**src/rtl/cccu_pkg.sv**
```systemverilog
// Shared types, constants and calendar helper functions for the calendar clock counter.
// Used by all modules of the block; no dependencies.
`default_nettype none

package cccu_pkg;

    typedef enum logic [1:0] {
        CMD_TICK      = 2'd0,
        CMD_HOUR_UP   = 2'd1,
        CMD_HOUR_DOWN = 2'd2,
        CMD_LOAD      = 2'd3
    } t_cmd;

    typedef struct packed {
        logic [5:0] sec;
        logic [5:0] min;
        logic [4:0] hour;
        logic [4:0] day;
        logic [3:0] month;
        logic [6:0] year;
    } t_cal;

    typedef struct packed {
        t_cmd cmd;
        t_cal load;
    } t_in_item;

    localparam logic [5:0] SEC_LIMIT  = 6'd60;
    localparam logic [5:0] MIN_LIMIT  = 6'd60;
    localparam logic [4:0] HOUR_LIMIT = 5'd24;
    localparam logic [4:0] HOUR_LAST  = 5'd23;
    localparam logic [3:0] MONTH_LAST = 4'd12;
    localparam logic [6:0] YEAR_MAX   = 7'd99;
    localparam logic [4:0] FEB_LEAP   = 5'd29;
    localparam logic [4:0] FEB_PLAIN  = 5'd28;

    localparam t_cal CAL_RESET = '{sec: 6'd0, min: 6'd0, hour: 5'd0,
                                   day: 5'd1, month: 4'd1, year: 7'd0};

    // Month length; out-of-range months read as January.
    function automatic logic [4:0] days_in(input logic [3:0] month, input logic [6:0] year);
        logic [4:0] n;
        case (month)
            4'd2: begin
                n = (year[1:0] == 2'b00) ? FEB_LEAP : FEB_PLAIN;
            end
            4'd4, 4'd6, 4'd9, 4'd11: begin
                n = 5'd30;
            end
            default: begin
                n = 5'd31;
            end
        endcase
        return n;
    endfunction

    function automatic logic [2:0] carroll(input logic [3:0] month);
        logic [2:0] v;
        case (month)
            4'd1:    v = 3'd0;
            4'd2:    v = 3'd3;
            4'd3:    v = 3'd3;
            4'd4:    v = 3'd6;
            4'd5:    v = 3'd1;
            4'd6:    v = 3'd4;
            4'd7:    v = 3'd6;
            4'd8:    v = 3'd2;
            4'd9:    v = 3'd5;
            4'd10:   v = 3'd0;
            4'd11:   v = 3'd3;
            4'd12:   v = 3'd5;
            default: v = 3'd0;
        endcase
        return v;
    endfunction

    // x mod 7 by reciprocal multiply, exact for x up to 70.
    function automatic logic [2:0] mod7(input logic [6:0] x);
        logic [12:0] p;
        logic [6:0]  q;
        p = {6'd0, x} * 13'd37;
        q = {2'd0, p[12:8]};
        return 3'(x - q * 7'd7);
    endfunction

endpackage

`default_nettype wire

```
**src/rtl/calendar_clock_counter_unit.sv**
```systemverilog
// Calendar clock counter top level: input stage, time/date state, weekday output.
// Depends on cccu_pkg, cccu_in_stage, cccu_cal_next, cccu_weekday.
//
//  channel | handshake           | payload
//  --------+---------------------+------------------------------------------------
//  command | i_valid / o_stall   | i_cmd, i_load_seconds .. i_load_year
//  result  | o_valid / i_stall   | o_seconds, o_minutes, o_hours, o_day, o_month,
//          |                     | o_year, o_weekday
//
// One transaction per cycle sustained while i_stall stays low; a command passes through
// the input register, then the time/date registers that drive the result ports.
// The time/date registers update when a command moves out of the input register,
// which happens whenever the result slot is empty or being taken.
// Reset (synchronous, active low) gives 00:00:00 on 2000-01-01 and empty stages.
// o_stall rises only when the input register is full and the result is stalled.
`default_nettype none

module calendar_clock_counter_unit (
    input  wire logic       i_clk,
    input  wire logic       i_rst_n,
    input  wire logic       i_valid,
    output logic            o_stall,
    input  wire logic [1:0] i_cmd,
    input  wire logic [5:0] i_load_seconds,
    input  wire logic [5:0] i_load_minutes,
    input  wire logic [4:0] i_load_hours,
    input  wire logic [4:0] i_load_day,
    input  wire logic [3:0] i_load_month,
    input  wire logic [6:0] i_load_year,
    output logic            o_valid,
    input  wire logic       i_stall,
    output logic [5:0]      o_seconds,
    output logic [5:0]      o_minutes,
    output logic [4:0]      o_hours,
    output logic [4:0]      o_day,
    output logic [3:0]      o_month,
    output logic [6:0]      o_year,
    output logic [2:0]      o_weekday
);
    import cccu_pkg::*;

    t_cal     w_load;
    t_in_item w_item;
    logic     w_item_valid;
    logic     w_take;
    t_cal     r_cal;
    t_cal     n_cal;
    logic     r_out_valid;
    logic     n_out_valid;

    assign w_load = '{sec: i_load_seconds, min: i_load_minutes, hour: i_load_hours,
                      day: i_load_day, month: i_load_month, year: i_load_year};

    assign w_take = w_item_valid && !(r_out_valid && i_stall);

    cccu_in_stage u_in (
        .i_clk        (i_clk),
        .i_rst_n      (i_rst_n),
        .i_valid      (i_valid),
        .o_stall      (o_stall),
        .i_cmd        (i_cmd),
        .i_load       (w_load),
        .i_take       (w_take),
        .o_item_valid (w_item_valid),
        .o_item       (w_item)
    );

    cccu_cal_next u_next (
        .i_cur  (r_cal),
        .i_item (w_item),
        .o_nxt  (n_cal)
    );

    always_comb begin
        if (w_take) begin
            n_out_valid = 1'b1;
        end else if (!i_stall) begin
            n_out_valid = 1'b0;
        end else begin
            n_out_valid = r_out_valid;
        end
    end

    always_ff @(posedge i_clk) begin
        if (!i_rst_n) begin
            r_cal       <= CAL_RESET;
            r_out_valid <= 1'b0;
        end else begin
            r_out_valid <= n_out_valid;
            if (w_take) begin
                r_cal <= n_cal;
            end
        end
    end

    cccu_weekday u_wday (
        .i_cal     (r_cal),
        .o_weekday (o_weekday)
    );

    assign o_valid   = r_out_valid;
    assign o_seconds = r_cal.sec;
    assign o_minutes = r_cal.min;
    assign o_hours   = r_cal.hour;
    assign o_day     = r_cal.day;
    assign o_month   = r_cal.month;
    assign o_year    = r_cal.year;

`ifndef SYNTHESIS
    a_time_range: assert property (@(posedge i_clk) disable iff (!i_rst_n)
        r_cal.sec < SEC_LIMIT && r_cal.min < MIN_LIMIT && r_cal.hour < HOUR_LIMIT)
        else $error("time field out of range");

    a_date_range: assert property (@(posedge i_clk) disable iff (!i_rst_n)
        r_cal.month >= 4'd1 && r_cal.month <= MONTH_LAST && r_cal.year <= YEAR_MAX &&
        r_cal.day >= 5'd1 && r_cal.day <= days_in(r_cal.month, r_cal.year))
        else $error("date field out of range");

    a_weekday_range: assert property (@(posedge i_clk) disable iff (!i_rst_n)
        o_valid |-> o_weekday < 3'd7)
        else $error("weekday out of range");

    a_state_hold: assert property (@(posedge i_clk) disable iff (!i_rst_n)
        !w_take |=> $stable(r_cal))
        else $error("time/date changed without a transaction");

    a_no_overwrite: assert property (@(posedge i_clk) disable iff (!i_rst_n)
        (r_out_valid && i_stall) |-> !w_take)
        else $error("stalled result overwritten");
`endif

endmodule

`default_nettype wire

```
**src/rtl/cccu_in_stage.sv**
```systemverilog
// Input register stage: captures one command transaction and holds it until taken.
// Depends on cccu_pkg.
`default_nettype none

module cccu_in_stage (
    input  wire logic              i_clk,
    input  wire logic              i_rst_n,
    input  wire logic              i_valid,
    output logic                   o_stall,
    input  wire logic [1:0]        i_cmd,
    input  wire cccu_pkg::t_cal    i_load,
    input  wire logic              i_take,
    output logic                   o_item_valid,
    output cccu_pkg::t_in_item     o_item
);
    import cccu_pkg::*;

    logic     r_valid;
    logic     n_valid;
    t_in_item r_item;
    logic     w_accept;

    assign o_stall  = r_valid && !i_take;
    assign w_accept = i_valid && !o_stall;

    always_comb begin
        if (w_accept) begin
            n_valid = 1'b1;
        end else if (i_take) begin
            n_valid = 1'b0;
        end else begin
            n_valid = r_valid;
        end
    end

    always_ff @(posedge i_clk) begin
        if (!i_rst_n) begin
            r_valid <= 1'b0;
        end else begin
            r_valid <= n_valid;
        end
    end

    always_ff @(posedge i_clk) begin
        if (w_accept) begin
            r_item.cmd  <= t_cmd'(i_cmd);
            r_item.load <= i_load;
        end
    end

    assign o_item_valid = r_valid;
    assign o_item       = r_item;

endmodule

`default_nettype wire

```
**src/rtl/cccu_cal_next.sv**
```systemverilog
// Next-state logic for time and date: tick, hour advance, hour retreat, clamped load.
// Depends on cccu_pkg.
`default_nettype none

module cccu_cal_next (
    input  wire cccu_pkg::t_cal i_cur,
    input  wire cccu_pkg::t_in_item i_item,
    output cccu_pkg::t_cal o_nxt
);
    import cccu_pkg::*;

    t_cal       w_fwd;
    t_cal       w_back;
    t_cal       w_ld;
    logic [3:0] w_bmonth;
    logic [6:0] w_byear;

    // one day forward, time fields untouched
    always_comb begin
        w_fwd = i_cur;
        if (i_cur.day >= days_in(i_cur.month, i_cur.year)) begin
            w_fwd.day = 5'd1;
            if (i_cur.month >= MONTH_LAST) begin
                w_fwd.month = 4'd1;
                w_fwd.year  = (i_cur.year >= YEAR_MAX) ? 7'd0 : i_cur.year + 7'd1;
            end else begin
                w_fwd.month = i_cur.month + 4'd1;
            end
        end else begin
            w_fwd.day = i_cur.day + 5'd1;
        end
    end

    // one day back
    always_comb begin
        w_back = i_cur;
        if (i_cur.month <= 4'd1) begin
            w_bmonth = MONTH_LAST;
            w_byear  = (i_cur.year == 7'd0) ? YEAR_MAX : i_cur.year - 7'd1;
        end else begin
            w_bmonth = i_cur.month - 4'd1;
            w_byear  = i_cur.year;
        end
        if (i_cur.day <= 5'd1) begin
            w_back.month = w_bmonth;
            w_back.year  = w_byear;
            w_back.day   = days_in(w_bmonth, w_byear);
        end else begin
            w_back.day = i_cur.day - 5'd1;
        end
    end

    always_comb begin
        w_ld.sec   = (i_item.load.sec  >= SEC_LIMIT)  ? 6'd0 : i_item.load.sec;
        w_ld.min   = (i_item.load.min  >= MIN_LIMIT)  ? 6'd0 : i_item.load.min;
        w_ld.hour  = (i_item.load.hour >= HOUR_LIMIT) ? 5'd0 : i_item.load.hour;
        w_ld.month = (i_item.load.month == 4'd0 || i_item.load.month > MONTH_LAST)
                     ? 4'd1 : i_item.load.month;
        w_ld.year  = (i_item.load.year > YEAR_MAX) ? 7'd0 : i_item.load.year;
        w_ld.day   = (i_item.load.day == 5'd0 ||
                      i_item.load.day > days_in(w_ld.month, w_ld.year))
                     ? 5'd1 : i_item.load.day;
    end

    always_comb begin
        o_nxt = i_cur;
        case (i_item.cmd)
            CMD_TICK: begin
                if (i_cur.sec >= SEC_LIMIT - 6'd1) begin
                    o_nxt.sec = 6'd0;
                    if (i_cur.min >= MIN_LIMIT - 6'd1) begin
                        o_nxt.min = 6'd0;
                        if (i_cur.hour >= HOUR_LAST) begin
                            o_nxt      = w_fwd;
                            o_nxt.sec  = 6'd0;
                            o_nxt.min  = 6'd0;
                            o_nxt.hour = 5'd0;
                        end else begin
                            o_nxt.hour = i_cur.hour + 5'd1;
                        end
                    end else begin
                        o_nxt.min = i_cur.min + 6'd1;
                    end
                end else begin
                    o_nxt.sec = i_cur.sec + 6'd1;
                end
            end
            CMD_HOUR_UP: begin
                if (i_cur.hour >= HOUR_LAST) begin
                    o_nxt      = w_fwd;
                    o_nxt.hour = 5'd0;
                end else begin
                    o_nxt.hour = i_cur.hour + 5'd1;
                end
            end
            CMD_HOUR_DOWN: begin
                if (i_cur.hour == 5'd0) begin
                    o_nxt      = w_back;
                    o_nxt.hour = HOUR_LAST;
                end else begin
                    o_nxt.hour = i_cur.hour - 5'd1;
                end
            end
            CMD_LOAD: begin
                o_nxt = w_ld;
            end
            default: begin
                o_nxt = i_cur;
            end
        endcase
    end

endmodule

`default_nettype wire

```
**src/rtl/cccu_weekday.sv**
```systemverilog
// Weekday of the current date by the Carroll method, 0 is Sunday.
// Depends on cccu_pkg.
`default_nettype none

module cccu_weekday (
    input  wire cccu_pkg::t_cal i_cal,
    output logic [2:0]          o_weekday
);
    import cccu_pkg::*;

    logic [14:0] w_prod;
    logic [3:0]  w_q12;
    logic [3:0]  w_r12;
    logic [4:0]  w_day;
    logic [6:0]  w_sum;

    // year / 12 via 171/2048, exact for year up to 99
    assign w_prod = {8'd0, i_cal.year} * 15'd171;
    assign w_q12  = w_prod[14:11];
    assign w_r12  = 4'(i_cal.year - {3'd0, w_q12} * 7'd12);

    always_comb begin
        w_day = i_cal.day;
        if (i_cal.year[1:0] == 2'b00 && (i_cal.month == 4'd1 || i_cal.month == 4'd2)
            && i_cal.day != 5'd0) begin
            w_day = i_cal.day - 5'd1;
        end
    end

    assign w_sum = 7'd6 + {3'd0, w_q12} + {3'd0, w_r12} + {5'd0, w_r12[3:2]}
                 + {4'd0, carroll(i_cal.month)} + {2'd0, w_day};

    assign o_weekday = mod7(w_sum);

endmodule

`default_nettype wire

```
**config.mk**
```make
export PLATFORM = sky130hd
export DESIGN_NAME = calendar_clock_counter_unit
export DESIGN_NICKNAME = d
export VERILOG_FILES = /design/src/rtl/cccu_pkg.sv /design/src/rtl/calendar_clock_counter_unit.sv /design/src/rtl/cccu_in_stage.sv /design/src/rtl/cccu_cal_next.sv /design/src/rtl/cccu_weekday.sv
export SDC_FILE = /design/constraint.sdc
export NUM_CORES = 1
export LEC_CHECK = 0
export BUFFER_PORTS_ARGS = -buffer_cell sky130_fd_sc_hd__clkbuf_2
export CORE_MARGIN = 3
export CORE_UTILIZATION = 50
export CTS_CLUSTER_DIAMETER = 60
export DETAILED_ROUTE_END_ITERATION = 10
export HOLD_SLACK_MARGIN = 0.03
export MAX_ROUTING_LAYER = met4
export PLACE_DENSITY = 0.7
export SKIP_LAST_GASP = 1
export SYNTH_ARGS = -nofsm -noshare
export SYNTH_HDL_FRONTEND = slang
export SYNTH_SLANG_ARGS = --single-unit
```
**constraint.sdc**
```tcl
create_clock -name i_clk -period 12.08 [get_ports i_clk]
set_input_delay 1.812 -clock i_clk [delete_from_list [all_inputs] [get_ports i_clk]]
set_output_delay 1.812 -clock i_clk [all_outputs]
set_load 0.02 [all_outputs]
```
---- Yosys cells after proc, flatten, opt, wreduce, memory -nomap -nowiden ----
Memory sizes are Yosys's and may differ from the RTL's. A register that Yosys moved wholly into a read port is not among the register bits.
Cells that the tools add are included.
storage, ports and cells
  bits in registers ....................... 70
  bits in read-only memories .............. 48
  input bits .............................. 39
  output and inout port bits .............. 38
  logic and storage cells ................. 148
  memories ................................ 1
operators by class
  add/subtract/negate cells ............... 17
  multipliers ............................. 4
  $lt $le $gt $ge ......................... 14
  equality and inequality tests ........... 25
  mux-type cells .......................... 38
  bitwise logic cells ..................... 2
  reductions and logical operators ........ 31
memories
  memory           depth  width  read ports  clocked after memory_dff  wr ports  RTL line        RTL
  (no name shown)  16     3      1           1                         0         cccu_pkg.sv:59  case (month)
operators with widths
  operator                                                                 number
  33-bit one-hot mux with 4 select lines                                   1
  5-bit 2-to-1 mux                                                         7
  7-bit 2-to-1 mux                                                         5
  16-bit 2-to-1 mux                                                        2
  5-bit one-hot mux with 2 select lines                                    3
  27-bit 2-to-1 mux                                                        1
  4-bit by 3-bit equality test with 1-bit output, second input constant    6
  4-bit equality test, second input constant                               6
  6-bit greater-or-equal comparator, second input constant                 4
  6-bit 2-to-1 mux                                                         4
  11-bit 2-to-1 mux                                                        2
  21-bit 2-to-1 mux                                                        1
  4-bit 2-to-1 mux                                                         5
  7-bit by 8-bit multiplier with 15-bit output, second input constant      1
  7-bit by 6-bit multiplier with 13-bit output, second input constant      1
  6-bit by 1-bit adder with 6-bit output, second input constant            2
  4-bit by 2-bit equality test with 1-bit output, second input constant    3
  2-bit by 1-bit inequality test with 1-bit output, second input constant  6
  4-bit OR reduction                                                       3
  5-bit by 1-bit adder with 5-bit output, second input constant            2
  5-bit greater-or-equal comparator, second input constant                 2
  5-bit zero test                                                          2
  5-bit by 1-bit subtractor with 5-bit output, second input constant       2
  2-bit zero test                                                          4
  37 further kinds                                                         56

---- Depth between registers and ports, before layout ----
  depth in word-level cells ............... 12
  gate-level depth with buffers ........... 42
  mapped depth without buffers ............ 41

---- By module ----
From an unflattened synthesis, not the netlist that was laid out.
unflattened totals
  cells, all modules ...................... 800
  area, all modules ....................... 7030.5 um^2
modules (own cells, without submodules)
  module                       instances  cells each  area each (um^2)  sequential area each (um^2)
  cccu_cal_next                1          385         2364.8            0.0
  cccu_weekday                 1          229         2167.1            0.0
  calendar_clock_counter_unit  1          147         1400.1            680.7
  cccu_in_stage                1          39          1098.6            1071.0

---- Worst setup path before layout ----
OpenSTA, ideal clock, no wires.
  path type ............................... flip-flop to output port
  from .................................... reg r_cal, in the netlist o_year[4]
  to ...................................... out o_weekday[2]
  arrival ................................. 9.795 ns
  required time ........................... 10.268 ns
  slack ................................... 0.473 ns
  stages on the path, launching flop included .. 42
  path buffers ............................ 1
  cell sequence ........................... dfxtp_1 > ha_1 > fa_1 > inv_1 > fa_1 > inv_1 > fa_1 > ha_1 > a21o_1 > a21o_1 > a21o_1 > o21a_1 > or3_1 > and2_1 > clkbuf_1 > xnor2_1 > ha_1 > inv_1 > (+6 left out) > nand2_1 > o311ai_1 > ha_1 > ha_1 > ha_1 > ha_1 > a41o_1 > a21o_1 > a21oi_2 > xnor2_1 > o21ai_1 > xor2_1 > fa_1 > xor2_1 > xnor2_1 > xnor2_1 > xnor2_1 > xnor2_1
between the ends
  cells in the longest elaborated chain, start to end .. 10
  elaborated cells between the ends (all ways) .. 11
  those cells by class .................... 7 x add/sub; 4 x mul
RTL lines
  what                                              RTL line                           RTL
  start: declaration                                calendar_clock_counter_unit.sv:46  t_cal r_cal;
  start signal: assignment                          calendar_clock_counter_unit.sv:91  r_cal <= n_cal;
  7-bit by 8-bit multiplier with 15-bit output (*)  cccu_weekday.sv:18                 assign w_prod = {8'd0, i_cal.year} * 15'd171;
  4-bit by 2-bit multiplier with 2-bit output       cccu_weekday.sv:20                 assign w_r12 = 4'(i_cal.year - {3'd0, w_q12} * 7'd12);
  4-bit subtractor                                  cccu_weekday.sv:20
  7-bit by 4-bit adder with 7-bit output            cccu_weekday.sv:30                 assign w_sum = 7'd6 + {3'd0, w_q12} + {3'd0, w_r12} + {5'd0, w_r12[3:2]}
  7-bit by 2-bit adder with 7-bit output (*)        cccu_weekday.sv:30
  7-bit by 3-bit adder with 7-bit output (*)        cccu_weekday.sv:31                 + {4'd0, carroll(i_cal.month)} + {2'd0, w_day};
  7-bit by 5-bit adder with 7-bit output (*)        cccu_weekday.sv:31
  7-bit by 6-bit multiplier with 13-bit output      cccu_pkg.sv:81                     p = {6'd0, x} * 13'd37;
  5-bit by 3-bit multiplier with 3-bit output       cccu_pkg.sv:83                     return 3'(x - q * 7'd7);
  3-bit subtractor (*)                              cccu_pkg.sv:83
  end: declaration                                  calendar_clock_counter_unit.sv:38  output logic [2:0] o_weekday
Mark *: on every way between the ends. The rest lies on a longest branch, timed or not.

---- Final worst setup path ----
  from .................................... reg r_cal, in the netlist o_year[5]
  to ...................................... out o_weekday[2]
The elaborated chain is that of the path after synthesis.

==> impl_metrics.yaml <==
outcome:
  status: "completed"
floorplan:
  coreArea_um2: 12800
  io_pins: 77
  die_area_um2: 14600
  die_x_um: 121
  die_h_um: 121
  row_count: 41
  start_util: 0.517
grt:
  grt_overflow: 0
  grt_pass1_vias: 5613
  antenna_found_initial: 0
  grtUsageTotal: 0.231
  grt_pass1_wl_mm: 26.8
  grt_max_degree: 40
synthesis:
  ys_seq_area_frac: 0.274
  syn_area_per_cell_um2: 9.15
  synth_cells: 722
  mappedNetlistArea_um2: 6610
  ys_ff_latch: 73
  synth_edf_count: 35
  synthesis.nets: 876
  yosys_warnings: 0
  ys_types: 79
  async_flop_share: 0
  synth_ff_type: "dfxtp_1"
sta:
  finalSetupTns_ns: 0
  finalCriticalPeriod_ns: 11.67
  final-setup-viol-count: 0
  fin_crit_sh: 0.966
  fin_worst_skew_ns: 0.00544
  fmax_mhz: 85.7
  hold_slack_ns: 0.545
  max-slew-margin-rel: 0.298
  worstMarginPinSlew_ns: 1.05
  finalMaxSlewViolations: 0
  hold_viol_final: 0
clock_tree:
  h-tree-depth: 3
  cts_hold_buf: 0
  cts_tree: "yes"
  clockRootBuffer: "clkbuf_16"
  clkTransAtPathRegs_ns: 0.06
  cts.sinks: 73
  clk_latency_ns: 0.34
  cts_buffers: 9
  clock_path_buffers: 2
critical_path:
  arrival_ns: 9.86
  cp-start-kind: "register"
  ff2ff_setup_slack_ns: 8.42
  worstPathRequired_ns: 10.27
  cp_max_fo: 9
  crit_path_end_kind: "output pin"
  crit_type: "reg2out"
  rr_worst_depth: 15
  cpMostUsedCell: "ha_1"
  cp_slowest_stage_delay_ns: 0.55
  slowest_stage: "fa_2"
power:
  finalPower_mw: 1.56
  p_leak_nw: 3.49
  swShare: 0.412
  ir_drop_uv: 277
  comb_power_share: 0.622
  clkPwrFrac: 0.193
  p_int_uw: 917
  seqPwrFrac: 0.185
  switching_power_uw: 642
  power.density_nw_per_um2: 204
routing:
  drt-wirelength-per-cell_um: 16.7
  antenna_left: 0
  drt_first_pass_iters: 6
  drc_errors: 0
  drt-total-wl_mm: 16.2
  first_iter_violations: 383
  route.vias.total: 5759
  viasPerCell: 5.92
cells_and_area:
  layout-drive-gt1-share: 0.187
  area_delta_synth_final_pct: 15.7
  finish.utilization: 0.599
  antenna_cells: 0
  instances_no_fill: 973
  nFillCells: 1099
  final_nets: 950
placed_design:
  numPortBuffers: 76
  gp_congestion: 0.897
  dp_hpwl_mm: 12.4
  numPlacedInstances: 948
flow_run:
  drv_cap: 0
min_path:
  whs_path_depth: 2
  hp-class: "reg2reg"
[power by group through the flow]
stage,sequential (mW),clock (mW),combinational (mW)
2_1_floorplan,0.294,0,0.718
3_3_place_gp,0.293,0,0.870
3_5_place_dp,0.294,0,0.908
4_1_cts,0.288,0.306,0.932
5_1_grt,0.291,0.317,1.07
6_report,0.289,0.301,0.970
[synth_stat cells, types with 6 or more instances]
cell,count,area share
nand3_1,19,0.014
ha_1,95,0.18
inv_1,61,0.035
a31oi_1,9,0.0085
dfxtp_1,38,0.12
fa_1,20,0.061
a22oi_1,7,0.0080
a21oi_1,28,0.021
clkbuf_1,14,0.0080
o21ai_0,49,0.037
xor2_1,9,0.012
edfxtp_1,35,0.16
and3_1,8,0.0076
nor3_1,14,0.011
o31ai_1,10,0.011
buf_2,7,0.0053
nor2b_1,19,0.018
a21boi_0,6,0.0068
nor2_1,36,0.020
o211ai_1,11,0.012
o211a_1,10,0.015
nor4_1,8,0.0076
a21o_1,9,0.010
o21a_1,6,0.0068
xnor2_1,30,0.040
nand2_1,57,0.032
[worst max-delay path, delay by kind of cell (launching register included)]
family | cells | cell delay (ns)
fa+ha+maj | 13 | 4.54
xor+xnor | 8 | 1.25
simple gates | 4 | 0.78
flops | 1 | 0.38
compound gates | 11 | 2.20
buf+inv | 5 | 0.37
[routing by layer]
metal | vias up | track usage | wire length [um]
met2 | 233 | 0.386 | 7950
met5 | - | - | 0
met1 | 2706 | 0.292 | 6990
met4 | 0 | 0.0857 | 361
met3 | 33 | 0.0219 | 933
li1 | 2787 | - | -
[final cells by class]
cell class              instances  area, um^2  area share
repair buffers                 91         499      0.0653
inverters                      61         233      0.0304
clock buffers                  11         253      0.0330
clock inverters                 5        85.1      0.0111
multi-input cells             560        4540       0.594
flip-flops and latches         73        1820       0.238
well taps                     172         215      0.0281
[cells in the final DEF, fill, tap and decap left out, types with 6 or more instances in the layout]
cell	instances
ha_1	91
clkbuf_2	75
inv_1	60
nand2_1	56
o21ai_0	46
dfxtp_1	35
edfxtp_1	35
nor2_1	34
xnor2_1	29
a21oi_1	27
nand3_1	19
nor2b_1	18
fa_1	18
buf_4	15
nor3_1	14
o211ai_1	11
o31ai_1	10
o211a_1	10
a21o_1	9
a31oi_1	9
xor2_1	9
clkbuf_16	9
and3_1	8
nor4_1	8
o21ai_1	7
a22oi_1	7
a21boi_0	6
[kinds of logic after synthesis]
kind of cell | synth area share
compound gates | 0.218
xor+xnor | 0.0517
fa+ha+maj | 0.240
buf+inv | 0.0558
flops | 0.274
mux | 0.00757
simple gates | 0.152
[per-stage QoR]
stage	cell area, um^2	setup slack, ns
finish	7650	0.410
global route	7650	-0.0247
CTS	7500	0.0206
detailed placement	7120	0.000495
global placement	7120	0.399
floorplan	6610	0.473
[sequential cells by signal, summed over array words and instances (netlist names), 4 cells and up, named ones only]
register	cells
o_hours	5
o_year	7
o_day	5
o_month	4
o_seconds	6
o_minutes	6
u_in.o_item	35
[path summary, 6_finish.rpt]
path                                  startpoint              endpoint
setup / recovery          o_year[5]$_SDFFE_PN0P_          o_weekday[2]
hold / removal    u_in.o_item_valid$_SDFFE_PN0P_  o_valid$_SDFFE_PN0P_
setup reg to reg         o_month[0]$_SDFFE_PN1P_              register
hold reg to reg   u_in.o_item_valid$_SDFFE_PN0P_  o_valid$_SDFFE_PN0P_
[timing repair]
| action | 4_1_cts | 5_1_grt |
|---|---|---|
| setup buffers | 1 | 8 |
| setup endpoints to repair | 1 | 1 |
| pin swaps | 1 | 11 |
| gates resized for setup | 5 | 25 |
Power figures use the tool's default switching activity.
